File: config.mk
export PLATFORM = sky130hd
export DESIGN_NAME = clock_calendar_set_controller_unit
export DESIGN_NICKNAME = d
export VERILOG_FILES = /design/src/hdl/ccsc_pkg.sv /design/src/hdl/ccsc_update.sv /design/src/hdl/clock_calendar_set_controller_unit.sv
export SDC_FILE = /design/constraint.sdc
export NUM_CORES = 1
export LEC_CHECK = 0
export ABC_AREA = 1
export BUFFER_PORTS_ARGS = -buffer_cell sky130_fd_sc_hd__buf_2
export CORE_MARGIN = 10
export CORE_UTILIZATION = 54
export DETAILED_ROUTE_END_ITERATION = 16
export HOLD_SLACK_MARGIN = 0.12
export PLACE_DENSITY_LB_ADDON = 0.05
export SETUP_SLACK_MARGIN = 0.2
export SLEW_MARGIN = 40
export SYNTH_ARGS = -nofsm -noshare
export SYNTH_HDL_FRONTEND = slang
export SYNTH_HIERARCHICAL = 1
export SYNTH_SLANG_ARGS = --single-unit
File: constraint.sdc
create_clock -name aclk -period 6.7 [get_ports aclk]
set_clock_uncertainty 0.1 [all_clocks]
set_input_delay 0.335 -clock aclk [delete_from_list [all_inputs] [get_ports aclk]]
set_output_delay 0.335 -clock aclk [all_outputs]
set_load 0.1 [all_outputs]
File: src/hdl/ccsc_pkg.sv
// Shared types, codes and helper functions for the clock calendar set controller.
package ccsc_pkg;

    localparam int S_TDATA_W = 40;
    localparam int S_TUSER_W = 2;
    localparam int M_TDATA_W = 56;

    typedef enum logic [1:0] {
        MODE_IDLE = 2'd0,
        MODE_MENU = 2'd1,
        MODE_EDIT = 2'd2
    } mode_t;

    typedef enum logic [1:0] {
        KEY_UP   = 2'd0,
        KEY_DOWN = 2'd1,
        KEY_SET  = 2'd2,
        KEY_OK   = 2'd3
    } key_t;

    typedef enum logic [1:0] {
        COMMIT_NONE      = 2'd0,
        COMMIT_DATE      = 2'd1,
        COMMIT_TIME_DATE = 2'd2
    } commit_t;

    localparam logic [2:0] PAGE_HELP  = 3'd1;
    localparam logic [2:0] PAGE_TIME  = 3'd2;
    localparam logic [2:0] PAGE_DATE  = 3'd3;
    localparam logic [2:0] PAGE_ALARM = 3'd4;

    localparam logic [1:0] FIELD_1 = 2'd1;
    localparam logic [1:0] FIELD_2 = 2'd2;
    localparam logic [1:0] FIELD_3 = 2'd3;

    typedef struct packed {
        mode_t      mode;
        logic [2:0] page;
        logic [1:0] field;
        logic [4:0] hours;
        logic [5:0] minutes;
        logic [6:0] year;
        logic [3:0] month;
        logic [4:0] day;
        logic [4:0] alm_hours;
        logic [5:0] alm_minutes;
    } state_t;

    typedef struct packed {
        logic [4:0] hours;
        logic [5:0] minutes;
        logic [6:0] year;
        logic [3:0] month;
        logic [4:0] day;
        logic [4:0] alm_hours;
        logic [5:0] alm_minutes;
    } now_t;

    // Wrapping up/down step over lo..hi.
    function automatic logic [6:0] step_val(input logic [6:0] v, input logic [6:0] lo,
                                            input logic [6:0] hi, input logic up);
        logic [6:0] r;
        if (up) begin
            r = (v >= hi) ? lo : v + 7'd1;
        end else begin
            r = (v <= lo || v > hi) ? hi : v - 7'd1;
        end
        return r;
    endfunction

    function automatic logic [4:0] month_len(input logic [3:0] m, input logic [6:0] y);
        logic [4:0] r;
        case (m)
            4'd2:                      r = (y[1:0] == 2'd0) ? 5'd29 : 5'd28;
            4'd4, 4'd6, 4'd9, 4'd11:   r = 5'd30;
            default:                   r = 5'd31;
        endcase
        return r;
    endfunction

    // (3 * (m + 1)) / 5
    function automatic logic [3:0] month_term(input logic [3:0] m);
        logic [3:0] r;
        case (m)
            4'd0:          r = 4'd0;
            4'd1, 4'd2:    r = 4'd1;
            4'd3:          r = 4'd2;
            4'd4, 4'd5:    r = 4'd3;
            4'd6, 4'd7:    r = 4'd4;
            4'd8:          r = 4'd5;
            4'd9, 4'd10:   r = 4'd6;
            4'd11, 4'd12:  r = 4'd7;
            4'd13:         r = 4'd8;
            default:       r = 4'd9;
        endcase
        return r;
    endfunction

    // x mod 7 by folding octal digits (8 = 1 mod 7).
    function automatic logic [2:0] mod7(input logic [7:0] x);
        logic [4:0] a;
        logic [3:0] b;
        a = 5'(x[2:0]) + 5'(x[5:3]) + 5'(x[7:6]);
        b = 4'(a[2:0]) + 4'(a[4:3]);
        return (b >= 4'd7) ? 3'(b - 4'd7) : b[2:0];
    endfunction

endpackage

File: src/hdl/ccsc_update.sv
// Next-state logic for one key event: mode/page/field walk, field edit, commit.
module ccsc_update (
    input  ccsc_pkg::state_t  cur,
    input  ccsc_pkg::key_t    key,
    input  ccsc_pkg::now_t    now,
    output ccsc_pkg::state_t  nxt,
    output logic [2:0]        wday,
    output ccsc_pkg::commit_t commit
);

    logic       up;
    logic [4:0] day_max;
    logic [7:0] wsum;

    assign up      = (key == ccsc_pkg::KEY_UP);
    assign day_max = ccsc_pkg::month_len(cur.month, cur.year);

    // year/100 is 0 or 1 for a 7-bit year, year/400 is always 0
    assign wsum = 8'(cur.day) + {3'd0, cur.month, 1'b0}
                + 8'(ccsc_pkg::month_term(cur.month)) + 8'(cur.year)
                + 8'(cur.year[6:2]) - ((cur.year >= 7'd100) ? 8'd1 : 8'd0);

    always_comb begin
        nxt    = cur;
        wday   = 3'd0;
        commit = ccsc_pkg::COMMIT_NONE;
        unique case (cur.mode)
            ccsc_pkg::MODE_MENU: begin
                unique case (key)
                    ccsc_pkg::KEY_UP: begin
                        nxt.page = (cur.page >= ccsc_pkg::PAGE_ALARM) ? ccsc_pkg::PAGE_HELP
                                                                      : cur.page + 3'd1;
                    end
                    ccsc_pkg::KEY_DOWN: begin
                        nxt.page = (cur.page <= ccsc_pkg::PAGE_HELP ||
                                    cur.page > ccsc_pkg::PAGE_ALARM) ? ccsc_pkg::PAGE_ALARM
                                                                     : cur.page - 3'd1;
                    end
                    ccsc_pkg::KEY_OK: begin
                        nxt.mode = ccsc_pkg::MODE_IDLE;
                    end
                    default: begin
                        if (cur.page != ccsc_pkg::PAGE_HELP) begin
                            nxt.mode        = ccsc_pkg::MODE_EDIT;
                            nxt.field       = ccsc_pkg::FIELD_1;
                            nxt.hours       = now.hours;
                            nxt.minutes     = now.minutes;
                            nxt.year        = now.year;
                            nxt.month       = now.month;
                            nxt.day         = now.day;
                            nxt.alm_hours   = now.alm_hours;
                            nxt.alm_minutes = now.alm_minutes;
                        end
                    end
                endcase
            end
            ccsc_pkg::MODE_EDIT: begin
                unique case (key)
                    ccsc_pkg::KEY_SET: begin
                        if (cur.field >= ((cur.page == ccsc_pkg::PAGE_DATE) ? ccsc_pkg::FIELD_3
                                                                          : ccsc_pkg::FIELD_2)) begin
                            nxt.field = ccsc_pkg::FIELD_1;
                        end else begin
                            nxt.field = cur.field + 2'd1;
                        end
                    end
                    ccsc_pkg::KEY_OK: begin
                        wday     = ccsc_pkg::mod7(wsum) + 3'd1;
                        commit   = (cur.hours != now.hours || cur.minutes != now.minutes)
                                 ? ccsc_pkg::COMMIT_TIME_DATE : ccsc_pkg::COMMIT_DATE;
                        nxt.mode = ccsc_pkg::MODE_MENU;
                    end
                    default: begin
                        case (cur.page)
                            ccsc_pkg::PAGE_TIME: begin
                                if (cur.field == ccsc_pkg::FIELD_1) begin
                                    nxt.minutes = 6'(ccsc_pkg::step_val(7'(cur.minutes),
                                                  7'd0, 7'd59, up));
                                end else if (cur.field == ccsc_pkg::FIELD_2) begin
                                    nxt.hours = 5'(ccsc_pkg::step_val(7'(cur.hours),
                                                7'd0, 7'd23, up));
                                end
                            end
                            ccsc_pkg::PAGE_ALARM: begin
                                if (cur.field == ccsc_pkg::FIELD_1) begin
                                    nxt.alm_minutes = 6'(ccsc_pkg::step_val(
                                        7'(cur.alm_minutes), 7'd0, 7'd59, up));
                                end else if (cur.field == ccsc_pkg::FIELD_2) begin
                                    nxt.alm_hours = 5'(ccsc_pkg::step_val(
                                        7'(cur.alm_hours), 7'd0, 7'd23, up));
                                end
                            end
                            ccsc_pkg::PAGE_DATE: begin
                                if (cur.field == ccsc_pkg::FIELD_1) begin
                                    nxt.year = ccsc_pkg::step_val(cur.year, 7'd0, 7'd99, up);
                                end else if (cur.field == ccsc_pkg::FIELD_2) begin
                                    nxt.month = 4'(ccsc_pkg::step_val(7'(cur.month),
                                                7'd1, 7'd12, up));
                                end else if (cur.field == ccsc_pkg::FIELD_3) begin
                                    nxt.day = 5'(ccsc_pkg::step_val(7'(cur.day),
                                              7'd1, 7'(day_max), up));
                                end
                            end
                            default: begin
                            end
                        endcase
                    end
                endcase
            end
            default: begin
                nxt.mode = ccsc_pkg::MODE_IDLE;
                if (key == ccsc_pkg::KEY_SET) begin
                    nxt.mode = ccsc_pkg::MODE_MENU;
                    nxt.page = ccsc_pkg::PAGE_HELP;
                end
            end
        endcase
    end

endmodule

File: src/hdl/clock_calendar_set_controller_unit.sv
// Top level of the clock calendar set controller: input register, update logic, result register.
// Takes one key request per cycle and returns one result per request: the request is captured
// in an input register at the accepting edge, the update logic runs in the following cycle
// against the held mode, page, field and edit values, and the result is loaded into an output
// register, which drives m_tvalid, once the output is empty or taken. Both registers advance
// whenever the output is empty or taken, so with m_tready high the sustained rate is one
// request per clock. weekday is nonzero and commit_kind is set only on the result of an ok
// key in edit mode.
module clock_calendar_set_controller_unit (
    input  logic                           aclk,
    input  logic                           aresetn,
    input  logic                           s_tvalid,
    output logic                           s_tready,
    // now_hours, now_minutes, now_year, now_month, now_day, now alarm hours,
    // now alarm minutes, 2'b0
    input  logic [ccsc_pkg::S_TDATA_W-1:0] s_tdata,
    // func
    input  logic [ccsc_pkg::S_TUSER_W-1:0] s_tuser,
    output logic                           m_tvalid,
    input  logic                           m_tready,
    // mode, page, field_sel, edit_hours, edit_minutes, edit_year, edit_month, edit_day,
    // weekday_out, edit alarm hours, edit alarm minutes, commit_kind, 6'b0
    output logic [ccsc_pkg::M_TDATA_W-1:0] m_tdata
);

    logic                           in_valid_reg;
    ccsc_pkg::key_t                 in_key_reg;
    ccsc_pkg::now_t                 in_now_reg;
    ccsc_pkg::now_t                 now_next;
    ccsc_pkg::state_t               state_reg;
    ccsc_pkg::state_t               state_next;
    logic                           out_valid_reg;
    logic [ccsc_pkg::M_TDATA_W-1:0] out_data_reg;
    logic [ccsc_pkg::M_TDATA_W-1:0] out_data_next;
    logic [2:0]                     wday;
    ccsc_pkg::commit_t              commit;
    logic                           advance;

    assign advance  = !out_valid_reg || m_tready;
    assign s_tready = !in_valid_reg || advance;
    assign m_tvalid = out_valid_reg;
    assign m_tdata  = out_data_reg;

    assign now_next.hours       = s_tdata[4:0];
    assign now_next.minutes     = s_tdata[10:5];
    assign now_next.year        = s_tdata[17:11];
    assign now_next.month       = s_tdata[21:18];
    assign now_next.day         = s_tdata[26:22];
    assign now_next.alm_hours   = s_tdata[31:27];
    assign now_next.alm_minutes = s_tdata[37:32];

    ccsc_update u_update (
        .cur    (state_reg),
        .key    (in_key_reg),
        .now    (in_now_reg),
        .nxt    (state_next),
        .wday   (wday),
        .commit (commit)
    );

    always_comb begin
        out_data_next = {6'd0, commit, state_next.alm_minutes, state_next.alm_hours, wday,
                         state_next.day, state_next.month, state_next.year,
                         state_next.minutes, state_next.hours, state_next.field,
                         state_next.page, state_next.mode};
    end

    always_ff @(posedge aclk) begin
        if (!aresetn) begin
            in_valid_reg  <= 1'b0;
            out_valid_reg <= 1'b0;
            state_reg     <= '{mode: ccsc_pkg::MODE_IDLE, page: ccsc_pkg::PAGE_HELP,
                               field: ccsc_pkg::FIELD_1, hours: 5'd0, minutes: 6'd0,
                               year: 7'd0, month: 4'd1, day: 5'd1, alm_hours: 5'd0,
                               alm_minutes: 6'd0};
        end else begin
            if (s_tready) begin
                in_valid_reg <= s_tvalid;
            end
            if (advance) begin
                out_valid_reg <= in_valid_reg;
                if (in_valid_reg) begin
                    state_reg <= state_next;
                end
            end
        end
    end

    always_ff @(posedge aclk) begin
        if (s_tready && s_tvalid) begin
            in_key_reg <= ccsc_pkg::key_t'(s_tuser);
            in_now_reg <= now_next;
        end
        if (advance && in_valid_reg) begin
            out_data_reg <= out_data_next;
        end
    end

endmodule

# Word level (Yosys, flattened, before mapping)
# Memory sizes are Yosys's and may differ from the RTL's. A register that Yosys moved wholly into a read port is not among the register bits.
# Cells that the tools add are included.
# word_totals
ff_bits	137
romBits	64
mem_count	1
wordCells	177
# classes
mux	58
n_addsub	27
eq_ne	19
order_cmp	27
reduce_logical	23
# memory_table
name	depth	word_bits	read_ports	rd_ports_with_merged_regs	write_ports	line	source
(no name shown)	16	4	1	1	0	ccsc_pkg.sv:84	case (m)
# ops
operator	count
$mux 40	2
$pmux 40 s2	1
$mux 5	15
$mux 6	8
$mux 38	1
$mux 4	7
$mux 7	4
$mux 11	2
$mux 16	1
$add 5x1->5 const B	3
$le 5x1->1 const B	3
$sub 5x1->5 const B	3
$ge 7x7->1 const B	2
$add 6x1->6 const B	2
$ge 6x6->1 const B	2
$gt 6x6->1 const B	2
$le 6x1->1 const B	2
$pmux 3 s2	2
$sub 6x1->6 const B	2
$logic_or 1x1->1	11
$eq 2x2->1 const B	5
$ge 5x5->1 const B	2
$gt 5x5->1 const B	2
$mux 2	5
other kinds (49)	65

# Depth between registers and ports, before layout
# Gate-level depths: netlist of the first run.
# logic_depth
word_depth	15
ltp_mapped	36
ltp_nobuf	36

# Hierarchy
# Netlist of the first run, hierarchy kept.
# by_module_without_submodules
module	n_inst	cells_each	area_per_inst_um2	seq_area_each_um2
clock_calendar_set_controller_unit	1	396	4864.7	3643.5
ccsc_update	1	848	4779.6	0.0

# Worst setup path after synthesis of the first run
# OpenSTA, ideal clock, no wires.
# synth_path
kind	flip-flop to flip-flop
from	register state_reg[16] in the netlist's numbering
to	register out_data_reg (netlist bit m_tdata[36]), data pin
stages_incl_launch_ff	36
setup_time_ns	0.260
n_path_buf	0
t_arrival_ns	6.433
setup_slack_ns	-0.093
path_cell_list	dfxtp_1 -> inv_1 -> ha_1 -> inv_1 -> ha_1 -> nand2_1 -> inv_1 -> fa_1 -> inv_1 -> fa_1 -> fa_1 -> inv_1 -> ha_1 -> nand3_1 -> nand3_1 -> nand2_1 -> nand2_1 -> a21oi_1 -> xor2_1 -> fa_1 -> inv_1 -> ha_1 -> inv_1 -> fa_1 -> xnor2_1 -> ha_1 -> fa_1 -> ha_1 -> inv_1 -> nor2_1 -> inv_1 -> nand2_1 -> mux2_2 -> ha_1 -> a21oi_1 -> nor3_1
# synth_via
elab_chain_len	11
# synth_lines
element	line	source
start: declaration	clock_calendar_set_controller_unit.sv:30	ccsc_pkg::state_t state_reg;
start signal: assignment	clock_calendar_set_controller_unit.sv:72	state_reg <= '{mode: ccsc_pkg::MODE_IDLE, page: ccsc_pkg::PAGE_HELP,
start signal: assignment	clock_calendar_set_controller_unit.sv:83	state_reg <= state_next;
$add 5x5->6 (*)	ccsc_update.sv:19	assign wsum = 8'(cur.day) + {3'd0, cur.month, 1'b0}
$add 8x4->8 (*)	ccsc_update.sv:20	+ 8'(ccsc_pkg::month_term(cur.month)) + 8'(cur.year)
$add 8x7->8 (*)	ccsc_update.sv:20	
$add 8x5->8 (*)	ccsc_update.sv:21	+ 8'(cur.year[6:2]) - ((cur.year >= 7'd100) ? 8'd1 : 8'd0);
$sub 8x8->8 (*)	ccsc_update.sv:21	
$add 3x3->4	ccsc_pkg.sv:103	a = 5'(x[2:0]) + 5'(x[5:3]) + 5'(x[7:6]);
$add 5x2->5 (*)	ccsc_pkg.sv:103	
$add 3x2->4 (*)	ccsc_pkg.sv:104	b = 4'(a[2:0]) + 4'(a[4:3]);
$ge 4x3->1 or $sub 3x3->3 (tied branches)	ccsc_pkg.sv:105	return (b >= 4'd7) ? 3'(b - 4'd7) : b[2:0];
$mux 3 (*)	ccsc_pkg.sv:105	
$add 3x1->3 (*)	ccsc_update.sv:68	wday = ccsc_pkg::mod7(wsum) + 3'd1;
end signal: assignment	clock_calendar_set_controller_unit.sv:95	out_data_reg <= out_data_next;
end: declaration	clock_calendar_set_controller_unit.sv:33	logic [ccsc_pkg::M_TDATA_W-1:0] out_data_reg;
# Every way passes the cells marked *; elsewhere a longest branch is shown, timed or not.
# A chain may end at the register's enable or synchronous reset.

# Worst setup path after layout of the first run
# Same ends and word-level chain as after synthesis.

==> results.ini, run 1 <==
[outcome]
outcome = finished, violations left
violations = setup timing

[setup_path]
critPathLaunchType = register
cp.arrival_ns = 6.81
crit_path_max_fanout = 5
crit_slowest_cell = fa_1
slowest_delay_ns = 0.52
crit_type = register to register
end_kind = register
critical_path_required_ns = 6.77

[layout]
diodes = 0
area_delta_synth_final_pct = 18.6
mostFrequentLayoutCell = nand2_1
nFillCells = 1540
final_cell_mix = nand2_1, inv_1, nor2_1, nand3_1, a21oi_1
layout-drive-gt1-share_pct = 16.7
multi_input_area_um2 = 5130
largest_register_ff_count = 50
regArea_um2 = 3650
fin_nets = 1499

[pwr]
switching_share_pct = 41.2
p_per_area_nw_per_um2 = 504
power_uw = 5770
p_leak_uw = 0.00502
clkPwrFrac_pct = 15.1
power_switching_uw = 2380
combPwrFrac_pct = 67.1
peakVddDrop_uv = 1440
p_int_uw = 3390
pwr-share-seq_pct = 17.8

[yosys]
synth_warnings = 6
yosysSeqAreaShare_pct = 37.8
async_flop_share_pct = 0
syn_area_um2 = 9640
syn_avg_cell_area_um2 = 7.75
muxShareOfSynthArea_pct = 0.117
synth_edf_count = 90
synthSimpleGateAreaFrac_pct = 22.9
synth_compound_area_share_pct = 13.5
synth-xor-area-share_pct = 3.54
synth_seq_cells = 137
synth_cells = 1244
yosysUniqueCellTypes = 43
synth_top_family_by_area = simple AND/OR/NAND/NOR gates
synth_fa_ha_area_share_pct = 11.4
synthFlopType = edfxtp_1

[grt]
grt_pass1_wl_mm = 42.6
busiest_layer = met2
use_met3_pct = 4.24
grt.met1_usage_pct = 28.1
gr-total-overflow = 0
grtUsageMet2_pct = 35.9
grt_use_total_pct = 21.8
grt_max_degree = 88
antenna_found_initial = 0
first_global_vias = 8442

[timing]
max_slew_margin_pct = 49.7
hold_violations = 0
slew_violations = 0
post-route-min-period_ns = 6.74
setup_ws_ns = -0.0360
worst_pin_slew_ns = 0.753
rsz0062_at_grt = true
setup_viol = 1
setup_tns_ns = -0.0360
fin_crit_sh_pct = 101
clock.fmax_ghz = 0.148
hold_slack_ns = 0.228

[detailed_routing]
initialDrtViolationCount = 746
dr.pass1.iters = 5
totalWireLength_mm = 26.2
num_vias = 8775
postRouteAntennaNets = 0
drc = 0
wl_per_cell_um = 16.3
via_per_inst = 5.44

[clock_network]
cts_buffers = 17
cts_sinks = 137
cts-root-buf = clkbuf_16
cts_buffer_depth = 2
clk_pin_slew_ns = 0.06
cts_tree = done
cts.htree.levels = 4
clock_latency_ns = 0.42

[job]
cap_violations = 0

[place]
routabilityCongestion = 0.921
dp_hpwl_mm = 17.4
dp_slack_ns = -0.133
port-buffer-count = 95

[die]
dieArea_um2 = 23600
core_um2 = 17400
die_h_um = 154
start_util_pct = 55.4
die_x_um = 154
num_rows = 48
ioPinCount = 104

[min_path]
min-delay-path-class = input port to register

[cells in the mapped netlist (all sizes together), types with 2 or more instances]
cell / count / area, um2
o31ai: 2 / 15.0
nand2: 241 / 920
clkbuf: 18 / 67.6
a31oi: 7 / 43.8
nor3b: 2 / 15.0
nor2: 131 / 516
a211oi: 2 / 15.0
edfxtp: 90 / 2700
fa: 18 / 360
xor2: 25 / 219
nand3: 114 / 571
inv: 174 / 653
o2111ai: 4 / 35.0
a21oi: 112 / 613
dfxtp: 47 / 941
ha: 59 / 738
o22ai: 3 / 18.8
o211ai: 14 / 105
o221ai: 4 / 35.0
or2: 4 / 25.0
nor3: 12 / 60.1
o21ai: 79 / 399
nand4: 15 / 93.8
buf: 46 / 307
xnor2: 14 / 123
[cell families (layout without fill, tap and decap cells)]
logic type,count (synthesis),after routing
other,1,6
DFF,137,137
and+or+nand+nor,521,521
adders and majority gates,77,77
xor gates and xnor gates,39,39
buffers and inverters,238,378
muxes,1,1
AOI/OAI and AO/OA,230,230
[power by group through the flow]
stage	Combinational [uW]	Sequential, uW	Clock [uW]
3_3_place_gp	2790	1050	0
3_5_place_dp	2900	1050	0
5_1_grt	4250	1040	920
2_1_floorplan	2210	1200	0
4_1_cts	3800	1030	883
6_report	3870	1030	869
[path summary, 6_finish.rpt]
check                 from             to  slack, ns  depth (start not counted)
max          state_reg[16]    m_tdata[36]      -0.04                         31
min               m_tready   in_valid_reg       0.23                          4
max reg2reg  state_reg[16]    m_tdata[36]      -0.04                         31
min reg2reg  state_reg[44]  state_reg[44]       0.42                          2
[layer usage]
layer	share of wire [%]	vias up
li1	-	4358
met1	45	4128
met2	47	261
met3	6.3	28
met4	1.9	0
met5	0	-
[metrics by stage]
step,area [um2],std cells,util [%]
6_report,11400,1614,65.7
5_1_grt,11400,1614,65.7
4_1_cts,11400,1612,65.5
3_5_place_dp,10300,1526,59.0
3_3_place_gp,10300,1526,59.0
2_1_floorplan,9730,1249,-
[cell type report]
type,instances,share of cell area [%]
repair buffers,172,10.2
inverters,174,5.78
clock inverters,11,0.635
clock buffers,21,4.11
flip-flops and latches,137,32.0
multi-input cells,874,44.9
well taps,225,2.46
[what timing repair did]
action                                 4_1_cts  5_1_grt
gates resized for setup                     24        2
setup endpoints to repair                    3        3
hold buffers                                41        0
endpoints found under the hold margin       41        0
setup buffers                               13        2
pin swaps                                   13        7
[worst max-delay path: cells and delay by family, from the launching register on]
family,cells,cell delay [ns]
flip-flops,1,0.35
multiplexers,1,0.32
AND/OR/NAND/NOR,4,0.47
AO/OA/AOI/OAI,2,0.22
buffers and inverters,9,0.60
adder cells (fa/ha/maj),13,4.12
XOR/XNOR,2,0.31
Note: power is estimated with default switching activity, not from simulation.
==> run 2: changes to the inputs <==
- CORE_UTILIZATION: 54 -> 56
- CTS_BUF_LIST: default -> sky130_fd_sc_hd__clkbuf_2 sky130_fd_sc_hd__clkbuf_4 sky130_fd_sc_hd__clkbuf_8
==> results.ini, run 2 (synthesized netlist as in run 1, its figures left out) <==
[outcome]
outcome = finished, violations left
violations = setup timing

[clock_network]
cts_buffer_depth = 2  ; unchanged
cts_tree = done
cts_sinks = 137  ; unchanged
cts.htree.levels = 4  ; unchanged
cts-root-buf = clkbuf_8
clk_pin_slew_ns = 0.09  ; +0.03 ns
clock_latency_ns = 0.46  ; +0.04 ns
cts_buffers = 17  ; unchanged

[place]
routabilityCongestion = 0.917  ; -0.35%
port-buffer-count = 95  ; unchanged
dp_hpwl_mm = 17.6  ; +1.6%
placed_cells = 1520  ; -0.39%

[pwr]
p_leak_uw = 0.00493  ; -1.8%
combPwrFrac_pct = 68.9  ; +1.8 points
pwr-share-seq_pct = 17.8  ; about the same
p_per_area_nw_per_um2 = 514  ; +1.9%
clkPwrFrac_pct = 13.2  ; -1.9 points
power_switching_uw = 2430  ; +2.3%
switching_share_pct = 42.1  ; +0.85 points
peakVddDrop_uv = 1180  ; -18%
p_int_uw = 3350  ; -1.2%

[layout]
fin_nets = 1488  ; -0.73%
area_delta_synth_final_pct = 16.7
diodes = 0  ; unchanged
mostFrequentLayoutCell = nand2_1
nFillCells = 1472  ; -4.4%
layout-drive-gt1-share_pct = 16.1  ; -0.59 points
finish.utilization_pct = 67.1  ; +1.5 points
final_cell_mix = nand2_1, inv_1, nor2_1, nand3_1, a21oi_1
stdcell_count = 1598  ; -0.99%
largest_register_ff_count = 50  ; unchanged

[detailed_routing]
totalWireLength_mm = 26.3  ; +0.24%
wl_per_cell_um = 16.5  ; +1.2%
drc = 0  ; unchanged
num_vias = 8835  ; +0.68%
dr.pass1.iters = 6  ; +1
via_per_inst = 5.53  ; +1.7%
initialDrtViolationCount = 751  ; +0.67%
postRouteAntennaNets = 0  ; unchanged

[timing]
fin_crit_sh_pct = 101  ; +0.95 points
setup_viol = 2  ; +1
clock.fmax_ghz = 0.147  ; -0.93%
hold_violations = 0  ; unchanged
rsz0062_at_grt = true
worst_pin_slew_ns = 0.762  ; +0.00893 ns
setup_ws_ns = -0.0993  ; -0.0634 ns
hold_slack_ns = 0.194  ; -0.0337 ns
max_slew_margin_pct = 49.1  ; -0.60 points
setup_tns_ns = -0.131  ; -0.0955 ns
slew_violations = 0  ; unchanged
post-route-min-period_ns = 6.80  ; +0.0634 ns

[setup_path]
critical_path_required_ns = 6.90  ; +0.13 ns
crit_slowest_cell = fa_2
crit_type = register to register
crit_path_max_fanout = 5  ; unchanged
cp_common_cell = inv_1
critPathLaunchType = register
end_kind = register
slowest_delay_ns = 0.59  ; +0.07 ns
cp.arrival_ns = 7.00  ; +0.19 ns

[die]
core_um2 = 16800  ; -3.8%
start_util_pct = 57.5  ; +2.2 points
die_x_um = 151  ; -1.6%
die_h_um = 151  ; -1.6%
num_rows = 47  ; -2.1%
ioPinCount = 104  ; unchanged
dieArea_um2 = 22900  ; -3.1%

[job]
cap_violations = 0  ; unchanged

[min_path]
min-delay-path-class = input port to register

[grt]
grt_max_degree = 88  ; unchanged
grt_use_total_pct = 23.0  ; +1.1 points
grt_pass1_wl_mm = 42.0  ; -1.3%
antenna_found_initial = 0  ; unchanged
first_global_vias = 8290  ; -1.8%
gr-total-overflow = 0  ; unchanged

==> run 2: changes by cell type in the layout (fill, tap and decap cells not counted), sizes merged <==
| cell | before | now |
|---|---|---|
| clkinvlp | 4 | 1 |
| clkbuf | 21 | 18 |
| inv | 174 | 178 |
| clkinv | 7 | 5 |
| bufinv | 0 | 4 |
| buf | 131 | 120 |
==> run 2: power groups by stage <==
stage	clock, uW	combinational, uW	sequential, uW
2_1_floorplan	0	2210	1200
3_3_place_gp	0	2760	1050
3_5_place_dp	0	2900	1050
4_1_cts	781	3040	1030
5_1_grt	810	4450	1040
6_report	766	3980	1030
==> run 2: worst max-delay path, delay by kind of cell (launching register included) <==
family | cells | cell delay, ns
XOR/XNOR | 2 | 0.30
adder cells (fa/ha/maj) | 14 | 4.43
buffers and inverters | 10 | 0.55
flip-flops | 1 | 0.38
multiplexers | 1 | 0.32
AND/OR/NAND/NOR | 6 | 0.58
==> run 2: per-layer routing <==
layer | up-vias | routed length [um] | GRT usage (%)
li1 | 4336 | - | -
met1 | 4131 | 11500 | 30.0
met2 | 328 | 12500 | 37.8
met3 | 40 | 1860 | 4.62
met4 | 0 | 423 | 6.45
met5 | - | 0 | 0
==> run 2: stage by stage <==
step,power [uW],instance area (um2),setup slack (ns)
floorplan,3410,9730,0.228
global placement,3800,10300,0.0379
finish,5780,11300,-0.0993
CTS,4850,11200,-0.0525
global route,6300,11300,-0.309
detailed placement,3950,10300,-0.153
==> run 2: worst paths after layout <==
check / slack (ns) / startpoint / end / cells past startpoint
min reg2reg: 0.42 / state_reg[16] / state_reg[16] / 2
max: -0.1 / state_reg[16] / m_tdata[36] / 33
max reg2reg: -0.1 / state_reg[16] / m_tdata[36] / 33
min: 0.19 / m_tready / in_valid_reg / 4
==> run 2: what timing repair did <==
action / CTS / global route
pin swaps: 1 / 2
buffers inserted: 3 / 2
hold buffers: 41 / 0
resized for setup: 6 / 21
hold endpoints to repair: 41 / 0
setup endpoints to repair: 3 / 3
==> run 2: layout make-up <==
class / instances / area, um2 / area share (%)
sequential: 137 / 3650 / 32.5
multi-input combinational: 874 / 5150 / 45.7
timing repair buffer: 161 / 1080 / 9.63
clock buffer: 18 / 241 / 2.15
tap: 220 / 275 / 2.45
inverter: 174 / 661 / 5.87
clock inverter: 14 / 193 / 1.71
==> run 3: changes to the inputs <==
- SYNTH_HIERARCHICAL: 1 -> default
- TNS_END_PERCENT: default -> 10
==> results.ini, run 3 <==
[outcome]
outcome = finished, final reports clean

[setup_path]
end_kind = register
critPathLaunchType = register
worst_r2r_path_depth = 29  ; -12%
crit_path_max_fanout = 4  ; -1
crit_type = register to register
rrSetupSlack_ns = 0.32  ; +0.42 ns
reg2reg_to = m_tdata[36]
critical_path_required_ns = 6.90  ; about the same
cp.arrival_ns = 6.58  ; -0.42 ns
r2r_start = state_reg[16]
slowest_delay_ns = 0.51  ; -0.08 ns
crit_slowest_cell = fa_1

[yosys]
synth_seq_cells = 141  ; +2.9%
async_flop_share_pct = 0  ; unchanged
synth_edf_count = 90  ; unchanged
yosysSeqAreaShare_pct = 37.7  ; about the same
syn_avg_cell_area_um2 = 7.85  ; +1.3%
synth.most_common_cell = nand2_1
synth_warnings = 0  ; -6
synth_area_leaders = edfxtp_1, nand2_1, dfxtp_1
yosysTopAreaCellShare_pct = 27.4  ; -0.63 points
syn_area_um2 = 9870  ; +2.3%
synthFlopType = edfxtp_1
synth_largest_area_cell = edfxtp_1
synth_commonest_cells = nand2_1, inv_1, o21ai_0
synth_cells = 1256  ; +0.96%
yosysUniqueCellTypes = 51  ; +19%

[clock_network]
clk_pin_slew_ns = 0.09  ; about the same
clock_latency_ns = 0.46  ; about the same
cts_tree = done
cts-root-buf = clkbuf_8
cts_buffers = 17  ; unchanged
cts.htree.levels = 4  ; unchanged
cts_sinks = 141  ; +2.9%
cts_buffer_depth = 2  ; unchanged

[pwr]
p_per_area_nw_per_um2 = 544  ; +5.8%
power_uw = 6190  ; +7.0%
peakVddDrop_uv = 1910  ; +62%
p_leak_uw = 0.00524  ; +6.3%

[min_path]
min-delay-path-class = input port to register
hold_end = state_reg[9]
min_from = aresetn
hold_depth = 3  ; -1

[layout]
regArea_um2 = 3730  ; +2.0%
mostFrequentLayoutCell = nand2_1
layout-drive-gt1-share_pct = 15.7  ; -0.45 points
diodes = 0  ; unchanged
nFillCells = 1510  ; +2.6%
area_delta_synth_final_pct = 15.4
multi_input_area_um2 = 5280  ; +2.7%
largest_register_ff_count = 50  ; unchanged
fin_nets = 1500  ; +0.81%
final_cell_mix = nand2_1, inv_1, o21ai_0, buf_2, edfxtp_1
finish.utilization_pct = 65.8  ; -1.3 points

[detailed_routing]
wl_per_cell_um = 15.6  ; -5.0%
drc = 0  ; unchanged
dr.pass1.iters = 5  ; -1
initialDrtViolationCount = 646  ; -14%
via_per_inst = 5.45  ; -1.4%
num_vias = 8781  ; -0.61%
totalWireLength_mm = 25.2  ; -4.2%
postRouteAntennaNets = 0  ; unchanged

[die]
core_um2 = 17300  ; +3.2%
ioPinCount = 104  ; unchanged
num_rows = 48  ; +2.1%
die_h_um = 153  ; +0.99%
dieArea_um2 = 23300  ; +2.0%
start_util_pct = 57.0  ; -0.51 points
die_x_um = 153  ; +0.99%

[timing]
setup_ws_ns = 0.319  ; +0.419 ns
rsz0062_at_grt = true
slew_violations = 0  ; unchanged
worst_pin_slew_ns = 0.846  ; +0.0847 ns
hold_violations = 0  ; unchanged
setup_tns_ns = 0  ; +0.131 ns
post-route-min-period_ns = 6.38  ; -0.419 ns
setup_viol = 0  ; -2
fin_crit_sh_pct = 95.2  ; -6.2 points
clock.fmax_ghz = 0.157  ; +6.6%
max_slew_margin_pct = 43.5  ; -5.7 points

[grt]
grt_use_total_pct = 21.1  ; -1.9 points
grt_max_degree = 82  ; -6.8%
grt_pass1_wl_mm = 41.6  ; -1.1%
antenna_found_initial = 0  ; unchanged
first_global_vias = 8305  ; +0.18%
gr-total-overflow = 0  ; unchanged

[place]
dp_slack_ns = 0.0815  ; +0.234 ns
port-buffer-count = 95  ; unchanged
routabilityCongestion = 0.919  ; +0.17%
dp_hpwl_mm = 16.8  ; -4.9%

[job]
cap_violations = 0  ; unchanged

==> run 3: cell families (layout without fill, tap and decap cells) <==
group                      count (synthesis)  count (layout)  share of synthesized area [%]
and+or+nand+nor                          489             489                           21.3
AOI/OAI and AO/OA                        269             269                           16.3
buffers and inverters                    237             362                           9.98
DFF                                      141             141                           37.7
adders and majority gates                 81              81                           11.3
xor gates and xnor gates                  37              37                           3.28
other                                      1               6                         0.0380
muxes                                      1               1                          0.114
==> run 3: layout make-up <==
cell class	count	share of cell area [%]
sequential	141	32.7
clock inverter	12	1.07
inverter	175	5.81
timing repair buffer	155	9.28
clock buffer	20	2.25
multi-input combinational	883	46.4
tap	225	2.47
==> run 3: metrics by stage <==
step           hold slack (ns)  std cells  instance area (um2)
6_report                 0.405       1611                11400
3_3_place_gp             0.391       1531                10400
4_1_cts                  0.384       1608                11300
3_5_place_dp             0.408       1532                10400
2_1_floorplan            0.334       1261                 9880
5_1_grt                  0.405       1611                11400
==> run 3: metal layers <==
| layer | GRT usage (%) | share of wire [%] |
|---|---|---|
| met4 | 5.13 | 1.4 |
| met3 | 4.54 | 7.0 |
| met1 | 28.1 | 45 |
| met5 | 0 | 0 |
| met2 | 34.1 | 47 |
==> run 3: critical path, delay by kind of cell, from the launching register on <==
kind / cells / cell delay (ns)
AND/OR/NAND/NOR: 4 / 0.31
flip-flops: 1 / 0.35
adder cells (fa/ha/maj): 12 / 3.92
buffers and inverters: 5 / 0.29
multiplexers: 1 / 0.31
AO/OA/AOI/OAI: 4 / 0.51
XOR/XNOR: 3 / 0.41
==> run 3: worst max path at each step <==
stage | start | endpoint | slack, ns | cells after the start
2_1_floorplan | state_reg[12] | m_tdata[35] | 0.35 | 26
3_3_place_gp | state_reg[12] | m_tdata[35] | 0.21 | 28
3_5_place_dp | state_reg[12] | m_tdata[35] | 0.08 | 28
4_1_cts | state_reg[12] | m_tdata[36] | 0.24 | 27
5_1_grt | state_reg[16] | m_tdata[36] | 0.03 | 29
6_report | state_reg[16] | m_tdata[36] | 0.32 | 29
==> run 3: power by group <==
group | leakage, uW | switching, uW | total (uW) | internal (uW)
clock | 0.000194 | 344 | 684 | 340
sequential | 0.00129 | 54.7 | 1060 | 1010
combinational | 0.00376 | 2410 | 4440 | 2040
total | 0.00524 | 2810 | 6190 | 3380
==> run 3: repair_timing <==
action,CTS,global route
buffers inserted,1,3
hold buffers,43,0
pin swaps,3,21
endpoints found under the hold margin,42,0
gates resized for setup,6,23
endpoints found under the setup margin,2,2
